--- config.mk ---
export PLATFORM = sky130hd
export DESIGN_NAME = bounded_stack_with_average
export DESIGN_NICKNAME = d
export VERILOG_FILES = /design/src/hdl/bsa_pkg.sv /design/src/hdl/bounded_stack_with_average.sv /design/src/hdl/bsa_cell.sv /design/src/hdl/bsa_div.sv
export VERILOG_INCLUDE_DIRS = /design/src /design/src/hdl
export SDC_FILE = /design/constraint.sdc
export NUM_CORES = 1
export LEC_CHECK = 0
export ABC_AREA = 1
export BUFFER_PORTS_ARGS = -buffer_cell sky130_fd_sc_hd__buf_2
export CAP_MARGIN = 20
export CORE_ASPECT_RATIO = 1.25
export CORE_UTILIZATION = 35
export CTS_BUF_LIST = sky130_fd_sc_hd__clkbuf_4
export CTS_CLUSTER_SIZE = 12
export DETAILED_ROUTE_END_ITERATION = 7
export GPL_ROUTABILITY_DRIVEN = 0
export PLACE_DENSITY = 0.47
export SETUP_SLACK_MARGIN = 0.5
export SYNTH_ARGS = -nofsm -noshare
export SYNTH_HDL_FRONTEND = slang
export SYNTH_HIERARCHICAL = 1
export SYNTH_SLANG_ARGS = --single-unit
--- constraint.sdc ---
create_clock -name clk -period 7.65 [get_ports clk]
set_input_delay 0.3825 -clock clk [delete_from_list [all_inputs] [get_ports clk]]
set_output_delay 0.3825 -clock clk [all_outputs]
set_load 0.01 [all_outputs]
--- src/hdl/bounded_stack_with_average_defines.svh ---
// ----------------------------------------------------------------------------
// bounded stack with average: assertion macros
// shared property forms for the checks in the rtl
// ----------------------------------------------------------------------------
`ifndef BOUNDED_STACK_WITH_AVERAGE_DEFINES_SVH
`define BOUNDED_STACK_WITH_AVERAGE_DEFINES_SVH

// same-cycle implication under reset
`define BSA_ASSERT_NOW(label, clk, rst_n, ante, cons, msg) \
  label: assert property (@(posedge clk) disable iff (!rst_n) (ante) |-> (cons)) \
    else $error(msg);

// next-cycle implication under reset
`define BSA_ASSERT_NEXT(label, clk, rst_n, ante, cons, msg) \
  label: assert property (@(posedge clk) disable iff (!rst_n) (ante) |=> (cons)) \
    else $error(msg);

`endif

--- src/hdl/bsa_pkg.sv ---
// ----------------------------------------------------------------------------
// bsa_pkg
// types, codes and constants of the bounded stack with average
// ----------------------------------------------------------------------------
package bsa_pkg;

  localparam int WEIGHT_W  = 14;
  localparam int COUNT_W   = 4;
  localparam int DEPTH_DEF = 12;

  localparam logic [WEIGHT_W-1:0] WEIGHT_MAX = 14'd10000;

  localparam int CNT_W_DEF = $clog2(DEPTH_DEF + 1);
  localparam int SUM_W_DEF = $clog2(DEPTH_DEF * 10000 + 1);

  // request codes
  localparam logic [1:0] REQ_PUSH  = 2'd0;
  localparam logic [1:0] REQ_POP   = 2'd1;
  localparam logic [1:0] REQ_CLEAR = 2'd2;

  // status codes
  localparam logic [1:0] ST_DONE  = 2'd0;
  localparam logic [1:0] ST_FULL  = 2'd1;
  localparam logic [1:0] ST_EMPTY = 2'd2;

  typedef struct packed {
    logic [1:0]          req_type;
    logic [WEIGHT_W-1:0] weight;
  } bsa_in_t;

  typedef struct packed {
    logic [1:0]          status;
    logic [WEIGHT_W-1:0] popped_weight;
    logic [WEIGHT_W-1:0] top_weight;
    logic [COUNT_W-1:0]  item_count;
    logic [WEIGHT_W-1:0] average_weight;
  } bsa_out_t;

  typedef struct packed {
    logic push;
    logic pop;
  } bsa_cell_ctrl_t;

  typedef enum logic [1:0] {
    S_IDLE,
    S_LOAD,
    S_DIV
  } bsa_state_t;

endpackage

--- src/hdl/bounded_stack_with_average.sv ---
// ----------------------------------------------------------------------------
// bounded_stack_with_average
// bounded lifo of weights with running sum and truncated average
// ----------------------------------------------------------------------------
// A request beat (push, pop or clear) is taken on a rising edge with start
// high and busy low. The stack is a row of DEPTH cells that all shift down on
// a push and up on a pop, so the top always sits in the first cell; the count
// and running sum update on that same edge. A refused push or pop changes
// nothing and reports its status.
// The average comes from a restoring divider giving one quotient bit a cycle
// over the sum width (17 bits at the default depth). A result beat appears on
// out_res for one cycle with out_valid high once the request has gone through
// S_LOAD and the divide in S_DIV; busy falls in that same cycle, and no new
// request is taken before it. The result beat cannot be held off: the
// receiver must take it.
// Reset (rst_n low, synchronous) empties the stack and clears the sum; cell
// contents are not cleared and are never read above the count.
// ----------------------------------------------------------------------------
`include "bounded_stack_with_average_defines.svh"

module bounded_stack_with_average import bsa_pkg::*; #(
  parameter int DEPTH = DEPTH_DEF
) (
  input  logic     clk,
  input  logic     rst_n,
  input  logic     start,
  output logic     busy,
  input  bsa_in_t  in_req,
  output logic     out_valid,
  output bsa_out_t out_res
);

  localparam int CNT_W = $clog2(DEPTH + 1);
  localparam int SUM_W = $clog2(DEPTH * 10000 + 1);

  bsa_state_t state_r, state_nxt;
  logic       accept;
  logic       div_start;
  logic       div_done;

  logic [CNT_W-1:0]    count_r, count_nxt;
  logic [SUM_W-1:0]    sum_r, sum_nxt;
  logic [1:0]          status_r, status_nxt;
  logic [WEIGHT_W-1:0] popped_r, popped_nxt;
  logic                out_valid_r, out_valid_nxt;
  bsa_out_t            out_r, out_nxt;

  logic [WEIGHT_W-1:0] w_sat;
  logic [SUM_W-1:0]    quotient;
  bsa_cell_ctrl_t      cell_ctrl;
  logic [WEIGHT_W-1:0] slot [DEPTH];

  assign accept = start && (state_r == S_IDLE);
  assign w_sat  = (in_req.weight > WEIGHT_MAX) ? WEIGHT_MAX : in_req.weight;

  // stack cells
  for (genvar i = 0; i < DEPTH; i++) begin : g_cell
    logic [WEIGHT_W-1:0] above;
    logic [WEIGHT_W-1:0] below;
    if (i == 0) begin : g_first
      assign above = w_sat;
    end else begin : g_mid
      assign above = slot[i-1];
    end
    if (i == DEPTH - 1) begin : g_last
      assign below = slot[i];
    end else begin : g_rest
      assign below = slot[i+1];
    end
    bsa_cell u_cell (
      .clk        (clk),
      .ctrl       (cell_ctrl),
      .from_above (above),
      .from_below (below),
      .value      (slot[i])
    );
  end

  // request decode
  always_comb begin
    cell_ctrl  = '0;
    count_nxt  = count_r;
    sum_nxt    = sum_r;
    status_nxt = status_r;
    popped_nxt = popped_r;
    if (accept) begin
      status_nxt = ST_DONE;
      popped_nxt = '0;
      case (in_req.req_type)
        REQ_PUSH: begin
          if (count_r >= CNT_W'(DEPTH)) begin
            status_nxt = ST_FULL;
          end else begin
            cell_ctrl.push = 1'b1;
            count_nxt      = count_r + 1'b1;
            sum_nxt        = sum_r + SUM_W'(w_sat);
          end
        end
        REQ_POP: begin
          if (count_r == '0) begin
            status_nxt = ST_EMPTY;
          end else begin
            cell_ctrl.pop = 1'b1;
            count_nxt     = count_r - 1'b1;
            sum_nxt       = sum_r - SUM_W'(slot[0]);
            popped_nxt    = slot[0];
          end
        end
        REQ_CLEAR: begin
          count_nxt = '0;
          sum_nxt   = '0;
        end
        default: begin
        end
      endcase
    end
  end

  // sequencer
  always_comb begin
    state_nxt     = state_r;
    div_start     = 1'b0;
    out_valid_nxt = 1'b0;
    out_nxt       = out_r;
    case (state_r)
      S_IDLE: begin
        if (start) begin
          state_nxt = S_LOAD;
        end
      end
      S_LOAD: begin
        div_start = 1'b1;
        state_nxt = S_DIV;
      end
      S_DIV: begin
        if (div_done) begin
          state_nxt              = S_IDLE;
          out_valid_nxt          = 1'b1;
          out_nxt.status         = status_r;
          out_nxt.popped_weight  = popped_r;
          out_nxt.item_count     = COUNT_W'(count_r);
          out_nxt.top_weight     = (count_r == '0) ? '0 : slot[0];
          out_nxt.average_weight = (count_r == '0) ? '0 : WEIGHT_W'(quotient);
        end
      end
      default: begin
        state_nxt = S_IDLE;
      end
    endcase
  end

  always_ff @(posedge clk) begin
    if (!rst_n) begin
      state_r     <= S_IDLE;
      count_r     <= '0;
      sum_r       <= '0;
      out_valid_r <= 1'b0;
    end else begin
      state_r     <= state_nxt;
      count_r     <= count_nxt;
      sum_r       <= sum_nxt;
      out_valid_r <= out_valid_nxt;
    end
  end

  always_ff @(posedge clk) begin
    status_r <= status_nxt;
    popped_r <= popped_nxt;
    out_r    <= out_nxt;
  end

  bsa_div #(
    .NUM_W (SUM_W),
    .DEN_W (CNT_W)
  ) u_div (
    .clk      (clk),
    .rst_n    (rst_n),
    .start    (div_start),
    .dividend (sum_r),
    .divisor  (count_r),
    .done     (div_done),
    .quotient (quotient)
  );

  assign busy      = (state_r != S_IDLE);
  assign out_valid = out_valid_r;
  assign out_res   = out_r;

  `BSA_ASSERT_NEXT(a_accept_busy, clk, rst_n, accept, busy, "request beat did not raise busy")
  `BSA_ASSERT_NOW(a_count_bound, clk, rst_n, 1'b1, count_r <= CNT_W'(DEPTH), "count beyond depth")
  `BSA_ASSERT_NOW(a_done_in_div, clk, rst_n, div_done, state_r == S_DIV, "divider done outside divide")
  `BSA_ASSERT_NOW(a_result_idle, clk, rst_n, out_valid_r, !busy, "result beat while busy")
  `BSA_ASSERT_NOW(a_empty_zero, clk, rst_n, out_valid_r && count_r == '0,
    out_r.top_weight == '0 && out_r.average_weight == '0, "empty stack reports nonzero")

endmodule

--- src/hdl/bsa_cell.sv ---
// ----------------------------------------------------------------------------
// bsa_cell
// one stack slot: takes its upper neighbour on push, its lower one on pop
// ----------------------------------------------------------------------------
module bsa_cell import bsa_pkg::*; (
  input  logic                clk,
  input  bsa_cell_ctrl_t      ctrl,
  input  logic [WEIGHT_W-1:0] from_above,
  input  logic [WEIGHT_W-1:0] from_below,
  output logic [WEIGHT_W-1:0] value
);

  logic [WEIGHT_W-1:0] value_r;
  logic [WEIGHT_W-1:0] value_nxt;

  always_comb begin
    value_nxt = value_r;
    if (ctrl.push) begin
      value_nxt = from_above;
    end else if (ctrl.pop) begin
      value_nxt = from_below;
    end
  end

  always_ff @(posedge clk) begin
    value_r <= value_nxt;
  end

  assign value = value_r;

endmodule

--- src/hdl/bsa_div.sv ---
// ----------------------------------------------------------------------------
// bsa_div
// restoring divider, one quotient bit per cycle
// ----------------------------------------------------------------------------
module bsa_div import bsa_pkg::*; #(
  parameter int NUM_W = SUM_W_DEF,
  parameter int DEN_W = CNT_W_DEF
) (
  input  logic             clk,
  input  logic             rst_n,
  input  logic             start,
  input  logic [NUM_W-1:0] dividend,
  input  logic [DEN_W-1:0] divisor,
  output logic             done,
  output logic [NUM_W-1:0] quotient
);

  localparam int STEP_W = (NUM_W > 1) ? $clog2(NUM_W) : 1;

  logic              active_r, active_nxt;
  logic              done_r, done_nxt;
  logic [STEP_W-1:0] step_r, step_nxt;
  logic [NUM_W-1:0]  num_r, num_nxt;
  logic [DEN_W-1:0]  rem_r, rem_nxt;
  logic [DEN_W-1:0]  den_r, den_nxt;
  logic [DEN_W:0]    rem_shift;
  logic              fits;

  always_comb begin
    rem_shift = {rem_r, num_r[NUM_W-1]};
    fits      = rem_shift >= {1'b0, den_r};
  end

  always_comb begin
    active_nxt = active_r;
    done_nxt   = 1'b0;
    step_nxt   = step_r;
    num_nxt    = num_r;
    rem_nxt    = rem_r;
    den_nxt    = den_r;
    if (start) begin
      active_nxt = 1'b1;
      step_nxt   = '0;
      num_nxt    = dividend;
      rem_nxt    = '0;
      den_nxt    = divisor;
    end else if (active_r) begin
      // quotient bits shift in as dividend bits shift out
      num_nxt  = {num_r[NUM_W-2:0], fits};
      rem_nxt  = fits ? DEN_W'(rem_shift - {1'b0, den_r}) : rem_shift[DEN_W-1:0];
      step_nxt = step_r + 1'b1;
      if (step_r == STEP_W'(NUM_W - 1)) begin
        active_nxt = 1'b0;
        done_nxt   = 1'b1;
      end
    end
  end

  always_ff @(posedge clk) begin
    if (!rst_n) begin
      active_r <= 1'b0;
      done_r   <= 1'b0;
      step_r   <= '0;
    end else begin
      active_r <= active_nxt;
      done_r   <= done_nxt;
      step_r   <= step_nxt;
    end
  end

  always_ff @(posedge clk) begin
    num_r <= num_nxt;
    rem_r <= rem_nxt;
    den_r <= den_nxt;
  end

  assign done     = done_r;
  assign quotient = num_r;

endmodule

==> reports/metrics.csv, run 1 <==
metric,value,unit
final instance area,15100,um2
Clock Skews,0.0487,ns
relative max-transition margin,38.3,%
port bufs,68,
DR WL/cell,15.3,um
mux share of post-synthesis cell area,0,%
post-synth top area cell,edfxtp_1,
worst slew pin tran,0.924,ns
Post-route DRC,0,
post-CTS setup repair buffer count,0,
overall power,3.63,mW
Fin Hold WS,0.0798,ns
largest net degree at the start of global routing,192,
Placed Area,14100,um2
hold wc startpoint,start,
CTS tree,yes,
Syn Inst Count,1384,
Tcrit/Tclk final,54.7,%
Initial Util,35.8,%
worst min-delay path class,in2reg,
Die H,221,um
Final Util,40.3,%
"antenna viol nets, final",0,
Synth Area in Compound Gates,4.18,%
Netlist cell types,51,
FF-to-FF path depth,7,
post-synthesis simple-gate area fraction,24.8,%
met3 Use GR,3.76,%
largest family of logic cells by synthesized area,simple AND/OR/NAND/NOR gates,
Ports,69,
Hold Path Depth,3,
number of vias per cell,4.56,
clk sinks,288,
Adder-Cell Fraction of Synth Area,2.77,%
PnR worst setup slack,3.46,ns
share of layout cells above drive strength 1,17.5,%
# Max-Cap Violations,0,
Via Count,9318,
"Cell Area, Synth",13400,um2
Worst R2R Start,state_r[0],
initial drt markers,582,
post-synth net total,1431,
area of the die,39200,um2
R2R setup slack,4.21,ns
"Seq/Total Area, Yosys",61.7,%
met2 global-route usage,27.3,%
"Avg Cell Area, Syn",9.71,um2
Rows,79,
vias in the first global route,9353,
final wirelength,31.2,mm
H-tree depth reported by CTS,3,
Synth Register Bits,288,
Leak Pwr,6.60,nW
Chip Width,177,um
CTS Buffer Depth,3,
critical path endpoint category,flip-flop,
core area,37600,um2
PD cells,240,nW/um2
Crit Reg-Reg Endpoint,g_cell[1].u_cell/value[4],
Worst-Skew Late Latency,0.74,ns
Place WS,3.27,ns
number of synthesized flops with an enable pin,253,
Num CTS Buffers,79,
hold path endpoint,state_r[0],
global routing's busiest layer,met2,
dpl cells,1903,
CP startpoint,in_req[14],
router iterations before antenna repair,5,
crit path time final,4.19,ns
asr flop ratio synth,0,%
Fill cells,3922,
XOR/XNOR share of the synthesized area,0.977,%
fin cells,2043,
RSZ-0062 raised after global routing,false,
outcome,completed,
Synth warnings,6,
Max Slew Vio Count,0,
Final Hold Viols,0,
gr ovfl total,0,
initial antenna violation count,2,
worst path arrival time,4.76,ns
first-pass GRT wire length,50.1,mm
ranking of synthesized cells by area,"edfxtp_1 57%, nand2_1 18%, dfxtp_1 5.2%, inv_1 2.5%, ha_1 2.3%",
CP Data Required Time,8.22,ns
post-route setup TNS,0,ns
Final #Nets,1549,
Main synth FF type,edfxtp_1,
top cell type's share of synthesized area,56.5,%
VDD IR max,0.000106,V
CTS Root Cell,clkbuf_4,
CP Class,in2reg,
crit start category,input port,
hpwl dp,21.9,mm
CP max FO,36,
"count leader, synth",nand2_1,
GR Util All Layers,16.5,%
fmax,239,MHz
Post-synth top cells,"647 x nand2_1, 253 x edfxtp_1, 89 x inv_1",
Setup Viol. Count Final,0,
M1 GR Usage,20.1,%
Layout area overhead,12.7,%
clk slew on worst S/H paths,0.06,ns
## critical path, cell delays in order
cell	delay, ns
dlygate4sd3_1	0.52
buf_2	0.14
inv_1	0.07
nor2_2	0.42
clkinv_1	0.85
nand2_1	0.25
o21ai_0	0.13
ha_1	0.26
fa_1	0.37
inv_1	0.10
nand3_1	0.07
nand2_1	0.10
a21oi_1	0.09
o21ai_1	0.28
nand2_1	0.12
o21ai_1	0.21
nand3_1	0.12
nand2_1	0.08
nand2_1	0.05
nand3_1	0.06
a21oi_1	0.07
## cells by family after synthesis
| logic type | Yosys count |
|---|---|
| AO/OA/AOI/OAI | 96 |
| flip-flops | 288 |
| buffers and inverters | 151 |
| AND/OR/NAND/NOR | 806 |
| XOR/XNOR | 15 |
| adder cells (fa/ha/maj) | 28 |
## flip-flops by register name (all words and copies together), names as in the netlist
signal,flops
count_r,4
g_cell.u_cell/value,168
out_res,48
out_valid,1
popped_r,14
state_r,2
status_r,2
sum_r,17
u_div/active_r,1
u_div/den_r,4
u_div/done,1
u_div/quotient,17
u_div/rem_r,4
u_div/step_r,5
## area by class of cell
| type | instances | area (um2) | share of cell area [%] |
|---|---|---|---|
| clock inverter | 13 | 77.6 | 0.512 |
| multi-input combinational | 945 | 4410 | 29.1 |
| sequential | 288 | 8300 | 54.8 |
| inverter | 112 | 424 | 2.80 |
| timing repair buffer | 76 | 423 | 2.79 |
| clock buffer | 119 | 893 | 5.90 |
| antenna | 4 | 10.0 | 0.0661 |
| tap | 486 | 608 | 4.01 |
## worst max path at each step
stage,endpoint
3_5_place_dp,sum_r[14]
4_1_cts,sum_r[14]
2_1_floorplan,g_cell[0].u_cell/value[0]
6_report,sum_r[14]
5_1_grt,sum_r[14]
3_3_place_gp,sum_r[14]
## placed cells by master, fill, tap and decap left out, types with 6 or more instances in the layout
| cell type | count |
|---|---|
| buf_2 | 68 |
| xor2_1 | 10 |
| nand2_1 | 647 |
| inv_2 | 21 |
| clkinv_1 | 10 |
| dfxtp_1 | 35 |
| ha_1 | 25 |
| nand2_2 | 6 |
| a21oi_1 | 44 |
| nor2_2 | 9 |
| edfxtp_1 | 253 |
| nand3_1 | 26 |
| or2_2 | 12 |
| o21ai_0 | 21 |
| nor3_1 | 16 |
| clkbuf_4 | 119 |
| nor2_1 | 63 |
| inv_1 | 89 |
## power breakdown
part	internal (mW)	total, mW	switching (mW)	leakage, nW
combinational	0.126	0.399	0.273	3.38
clock	0.736	1.37	0.637	0.591
sequential	1.81	1.86	0.0476	2.62
## timing repair
| item | in CTS | in global routing |
|---|---|---|
| endpoints found under the setup margin | 0 | 0 |
| gates resized for setup | 0 | 0 |
| hold endpoints to repair | 5 | 0 |
| hold buffers | 4 | 0 |
## layer usage
| layer | part of all wire, % | wire (um) | up-vias |
|---|---|---|---|
| li1 | - | - | 4790 |
| met1 | 44 | 13600 | 4267 |
| met2 | 49 | 15300 | 196 |
| met3 | 4.3 | 1340 | 65 |
| met4 | 3.1 | 973 | 0 |
| met5 | 0 | 0 | - |
(Power assumes the default switching activity.)
==> run 2, diff against run 1 <==
--- a/config.mk
+++ b/config.mk
@@ -15,7 +15,7 @@
 export CTS_CLUSTER_SIZE = 12
 export DETAILED_ROUTE_END_ITERATION = 7
 export GPL_ROUTABILITY_DRIVEN = 0
-export PLACE_DENSITY = 0.47
+export PLACE_DENSITY = 0.49
 export SETUP_SLACK_MARGIN = 0.5
 export SYNTH_ARGS = -nofsm -noshare
 export SYNTH_HDL_FRONTEND = slang
==> constraint.sdc (replaced) <==
create_clock -name clk -period 3.5 [get_ports clk]
set_input_delay 0.175 -clock clk [delete_from_list [all_inputs] [get_ports clk]]
set_output_delay 0.175 -clock clk [all_outputs]
set_load 0.01 [all_outputs]
==> run 2 against run 1 <==
Effect of this change: sequential share of layout area down 2.0 points; global-route usage up 0.56 points; core utilization increased by 1.5 points; non-clock buffer count up 51; cell area rose by 3.8%; clock skew is 0.0056 ns lower; combinational power is 140% higher; total power up 120%; first-iteration DRC count fell by 18%; count of clock-buffer cells in the layout fell by 1; highest routed layer unchanged.
==> reports/metrics.csv, run 2 (synthesis gave the netlist of run 1 again) <==
metric,value,unit,change
outcome,completed,,
router iterations before antenna repair,5,,unchanged
final instance area,15700,um2,+3.8%
Worst-Skew Late Latency,0.72,ns,-0.02 ns
Tcrit/Tclk final,79.9,%,
Crit Reg-Reg Endpoint,sum_r[13],,
Via Count,9693,,+4.0%
port bufs,68,,unchanged
clk slew on worst S/H paths,0.06,ns,about the same
fmax,357,MHz,
CTS Buffer Depth,3,,unchanged
Setup Viol. Count Final,0,,unchanged
DR WL/cell,15.4,um,+0.39%
share of layout cells above drive strength 1,21.3,%,+3.9 points
final wirelength,32.3,mm,+3.3%
Rows,79,,unchanged
CP Data Required Time,4.15,ns,-4.07 ns
Max Slew Vio Count,0,,unchanged
VDD IR max,0.000235,V,+120%
worst path arrival time,3.45,ns,-1.31 ns
RSZ-0062 raised after global routing,true,,
"antenna viol nets, final",0,,unchanged
Post-route DRC,0,,unchanged
Chip Width,177,um,unchanged
R2R setup slack,0.77,ns,-3.44 ns
Largest register FFs,168,,unchanged
Layout area overhead,16.9,%,
core area,37600,um2,unchanged
crit start category,input port,,
"commonest non-fill, non-tap cells in the layout","641 x nand2_1, 253 x edfxtp_1, 118 x clkbuf_4",,
first-pass GRT wire length,52.2,mm,+4.1%
number of vias per cell,4.61,,+1.1%
initial drt markers,478,,-18%
initial antenna violation count,2,,unchanged
GR Util All Layers,17.0,%,+0.56 points
# Max-Cap Violations,0,,unchanged
CP Class,in2reg,,
CP max FO,4,,-89%
Clock Skews,0.0431,ns,-0.00561 ns
Ports,69,,unchanged
worst slew pin tran,0.831,ns,-0.0928 ns
Leak Pwr,6.86,nW,+4.0%
worst min-delay path class,in2reg,,
area of the die,39200,um2,unchanged
critical path endpoint category,flip-flop,,
Worst R2R Start,count_r[1],,
relative max-transition margin,44.6,%,+6.3 points
FF-to-FF path depth,9,,+2
crit path time final,2.80,ns,
hpwl dp,22.8,mm,+4.4%
Initial Util,35.8,%,unchanged
PD cells,512,nW/um2,+110%
Hold Path Depth,6,,+3
hold path endpoint,g_cell[0].u_cell/value[6],,
clk sinks,288,,unchanged
"most common cell after layout, fill and taps aside",nand2_1,,
vias in the first global route,10100,,+8.5%
Num CTS Buffers,80,,+1.3%
Final Hold Viols,0,,unchanged
Placed Area,14400,um2,+2.1%
gr ovfl total,0,,unchanged
Die H,221,um,unchanged
CTS Root Cell,clkbuf_4,,
Final #Nets,1601,,+3.4%
CTS tree,yes,,
hold wc startpoint,in_req[6],,
largest net degree at the start of global routing,85,,-56%
post-route setup TNS,0,ns,unchanged
H-tree depth reported by CTS,3,,unchanged
-- run 2: power by group --
part	internal [mW]	switching, mW
Sequential	3.96	0.103
Clock	1.62	1.41
Combinational	0.339	0.621
-- run 2: through the flow --
step	utilization [%]	instances	setup slack, ns	total power, mW	hold slack (ns)
2_1_floorplan	-	1384	0.255	4.78	0.293
3_3_place_gp	38.4	1938	0.127	5.04	0.401
3_5_place_dp	38.4	1938	0.0510	5.06	0.408
4_1_cts	41.5	2093	0.511	8.18	0.0117
5_1_grt	41.8	2102	0.496	8.52	0.0550
6_report	41.8	2102	0.702	8.05	0.0867
-- run 2: worst max-delay path by stage --
stage / start / to / slack, ns / cells past startpoint
2_1_floorplan: state_r[1] / g_cell[0].u_cell/value[0] / 0.26 / 6
3_3_place_gp: in_req[7] / sum_r[13] / 0.13 / 25
3_5_place_dp: in_req[7] / sum_r[13] / 0.05 / 25
4_1_cts: in_req[4] / sum_r[13] / 0.51 / 26
5_1_grt: in_req[4] / sum_r[15] / 0.50 / 25
6_report: in_req[4] / sum_r[16] / 0.70 / 25
-- run 2: cell type report --
cell class / instances / area (um2)
Fill cell: 3845 / 21800
Inverter: 112 / 432
Antenna cell: 3 / 7.51
Multi-Input combinational cell: 945 / 4520
Tap cell: 486 / 608
Clock buffer: 118 / 886
Sequential cell: 288 / 8300
Clock inverter: 23 / 134
Timing Repair Buffer: 127 / 831
-- run 2: timing repair --
action / in CTS / in global routing
setup buffers: 0 / 6
hold buffers: 14 / 0
hold endpoints to repair: 23 / 0
gates resized for setup: 0 / 23
endpoints found under the setup margin: 0 / 8
-- run 2: critical path, stage by stage --
cell,delay [ns]
dlygate4sd3_1,0.53
buf_2,0.12
inv_2,0.04
nand3_2,0.07
nand3_2,0.08
nand2_4,0.09
nand2_8,0.06
buf_4,0.14
nand2_2,0.09
nand4_4,0.12
nor3_4,0.27
nand2_2,0.09
o21ai_1,0.14
a31oi_1,0.09
ha_1,0.32
buf_4,0.16
nand2_1,0.05
nor3_1,0.04
inv_1,0.08
nor3_2,0.04
a211oi_2,0.30
inv_1,0.08
nand3_2,0.08
nand3_2,0.06
a21oi_2,0.11
-- run 2: per-layer routing --
| layer | routed length [um] | track usage, % | vias up |
|---|---|---|---|
| met3 | 1460 | 3.81 | 70 |
| met4 | 958 | 7.86 | 0 |
| met1 | 13000 | 18.8 | 4496 |
| li1 | - | - | 4910 |
| met5 | 0 | 0 | - |
| met2 | 16900 | 30.7 | 217 |
==> run 3, diff against run 2 <==
==> constraint.sdc (replaced) <==
create_clock -name clk -period 2.3 [get_ports clk]
set_input_delay 0.115 -clock clk [delete_from_list [all_inputs] [get_ports clk]]
set_output_delay 0.115 -clock clk [all_outputs]
set_load 0.01 [all_outputs]
==> run 3 against run 2 <==
Effect of this change: the run now ends with negative setup slack left; routed wire length rose by 17%; clock power is 50% higher; sequential share of layout area fell by 9.7 points; sequential power grew 52%; critical path type unchanged; largest cell class unchanged; highest routed layer unchanged.
==> reports/metrics.csv, run 3 (synthesis gave the netlist of run 1 again) <==
metric,value,unit,change
uppermost routed layer,met4,,
Fin Hold WS,0.0999,ns,+0.0132 ns
outcome,"complete, but fails checks",,
Via Count,10600,,+9.7%
PnR worst setup slack,-0.0238,ns,-0.726 ns
failing checks,negative setup slack,,
# Max-Cap Violations,0,,unchanged
"most common cell after layout, fill and taps aside",nand2_1,,
Setup Viol. Count Final,3,,+3
Initial Util,35.8,%,unchanged
Post-route DRC,0,,unchanged
area of the die,39200,um2,unchanged
final instance area,19300,um2,+23%
Layout area overhead,43.6,%,
Largest register FFs,168,,unchanged
Fill cells,3486,,-9.3%
initial antenna violation count,1,,-1
worst slew pin tran,0.840,ns,+0.00968 ns
multi-input logic area,5520,um2,+22%
CTS tree,yes,,
fin cells,2290,,+8.9%
Ports,69,,unchanged
clk sinks,288,,unchanged
Die H,221,um,unchanged
crit path time final,2.32,ns,
core area,37600,um2,unchanged
worst min-delay path class,in2reg,,
worst path arrival time,2.98,ns,-0.47 ns
register area,8310,um2,+0.15%
share of layout cells above drive strength 1,40.9,%,+20 points
Chip Width,177,um,unchanged
CTS Root Cell,clkbuf_4,,
Tcrit/Tclk final,101,%,
met3 wire length,1.37,mm,-6.2%
dpl cells,2034,,+5.0%
"commonest non-fill, non-tap cells in the layout","506 x nand2_1, 253 x edfxtp_1, 148 x buf_4",,
hpwl dp,24.4,mm,+6.7%
"antenna viol nets, final",0,,unchanged
router iterations before antenna repair,5,,unchanged
overall power,13.1,mW,+62%
Final #Nets,1793,,+12%
Placed Area,15500,um2,+7.3%
post-route setup TNS,-0.0535,ns,-0.0535 ns
relative max-transition margin,43.9,%,-0.65 points
H-tree depth reported by CTS,3,,unchanged
Worst-Skew Late Latency,0.77,ns,+0.05 ns
Met1 Routed Length,13.8,mm,+6.1%
CP Class,in2reg,,
DR WL/cell,16.5,um,+7.2%
Max Slew Vio Count,0,,unchanged
Clock Skews,0.0554,ns,+0.0123 ns
CP max FO,5,,+1
first-pass GRT wire length,56.2,mm,+7.7%
initial drt markers,440,,-7.9%
number of vias per cell,4.64,,+0.66%
vias in the first global route,10700,,+5.6%
gr ovfl total,0,,unchanged
PD cells,677,nW/um2,+32%
critical path endpoint category,flip-flop,,
crit start category,input port,,
CTS Buffer Depth,3,,unchanged
Final Hold Viols,0,,unchanged
Rows,79,,unchanged
GR Util All Layers,18.5,%,+1.4 points
CP Data Required Time,2.95,ns,-1.20 ns
VDD IR max,0.000463,V,+96%
Leak Pwr,8.44,nW,+23%
metal2 WL,21.0,mm,+24%
Num CTS Buffers,78,,-2.5%
RSZ-0062 raised after global routing,true,,
clk slew on worst S/H paths,0.06,ns,about the same
port bufs,68,,unchanged
final wirelength,37.7,mm,+17%
largest net degree at the start of global routing,49,,-42%
fmax,430,MHz,
-- run 3: changes by cell type in the layout (fill, tap and decap cells not counted), moves of 16 or more --
cell     delta
buf_6      +35
buf_12     +31
nand2_4    +50
buf_4     +104
o21ai_0    -16
nand2_2    +84
nor2_4     +19
nand2_1   -135
-- run 3: worst paths after layout --
path / from / endpoint / slack, ns / cells past startpoint
worst max register to register: g_cell[0].u_cell/value[0] / sum_r[12] / 0.01 / 15
worst max-delay path: in_req[11] / sum_r[16] / -0.02 / 23
worst min register to register: popped_r[5] / out_res[37] / 0.42 / 0
worst min-delay path: in_req[12] / sum_r[16] / 0.1 / 9
-- run 3: stage by stage --
| stage | util [%] | worst slack (ns) |
|---|---|---|
| 3_3_place_gp | 41.2 | -0.823 |
| 6_report | 51.4 | -0.0238 |
| 5_1_grt | 51.4 | -0.179 |
| 4_1_cts | 47.0 | 0.0116 |
| 2_1_floorplan | - | -0.945 |
| 3_5_place_dp | 41.2 | -0.887 |
-- run 3: area by class of cell --
type / count / area share [%]
Timing Repair inverter: 5 / 0.318
Clock inverter: 17 / 0.460
Inverter: 112 / 3.05
Antenna cell: 1 / 0.0130
Timing Repair Buffer: 316 / 16.7
Clock buffer: 120 / 4.67
Multi-Input combinational cell: 945 / 28.6
Tap cell: 486 / 3.15
Sequential cell: 288 / 43.1
-- run 3: repair_timing --
item,CTS,global route
gates cloned,13,17
gates resized for setup,124,308
hold buffers,10,0
hold endpoints to repair,21,0
setup endpoints to repair,357,384
pin swaps,74,88
setup buffers,43,35
-- run 3: layer usage --
metal	track usage, %	up-vias
li1	-	5314
met1	19.3	4983
met2	34.6	244
met3	3.37	89
met4	9.48	0
met5	0	-
-- run 3: report_power, final --
group          switching [mW]  leakage (nW)  total (mW)  internal, mW
logic                    1.26          5.22        2.34          1.08
registers               0.177          2.63        6.19          6.02
clock network            2.14         0.593        4.53          2.38
-- run 3: critical path, cell delays in order --
cell	delay, ns
buf_4	0.12
nor2_4	0.15
nand3_2	0.11
nand2_4	0.10
nand2_8	0.08
buf_6	0.13
nand2_4	0.09
nand4_4	0.12
nor3_4	0.25
nand2_2	0.12
xnor2_2	0.14
nand2_1	0.08
o21ai_2	0.05
ha_1	0.33
a21oi_2	0.14
o21ai_1	0.07
inv_1	0.11
nor2_1	0.08
a211oi_4	0.25
inv_1	0.08
nand3_2	0.07
nand3_2	0.06
a21oi_2	0.12
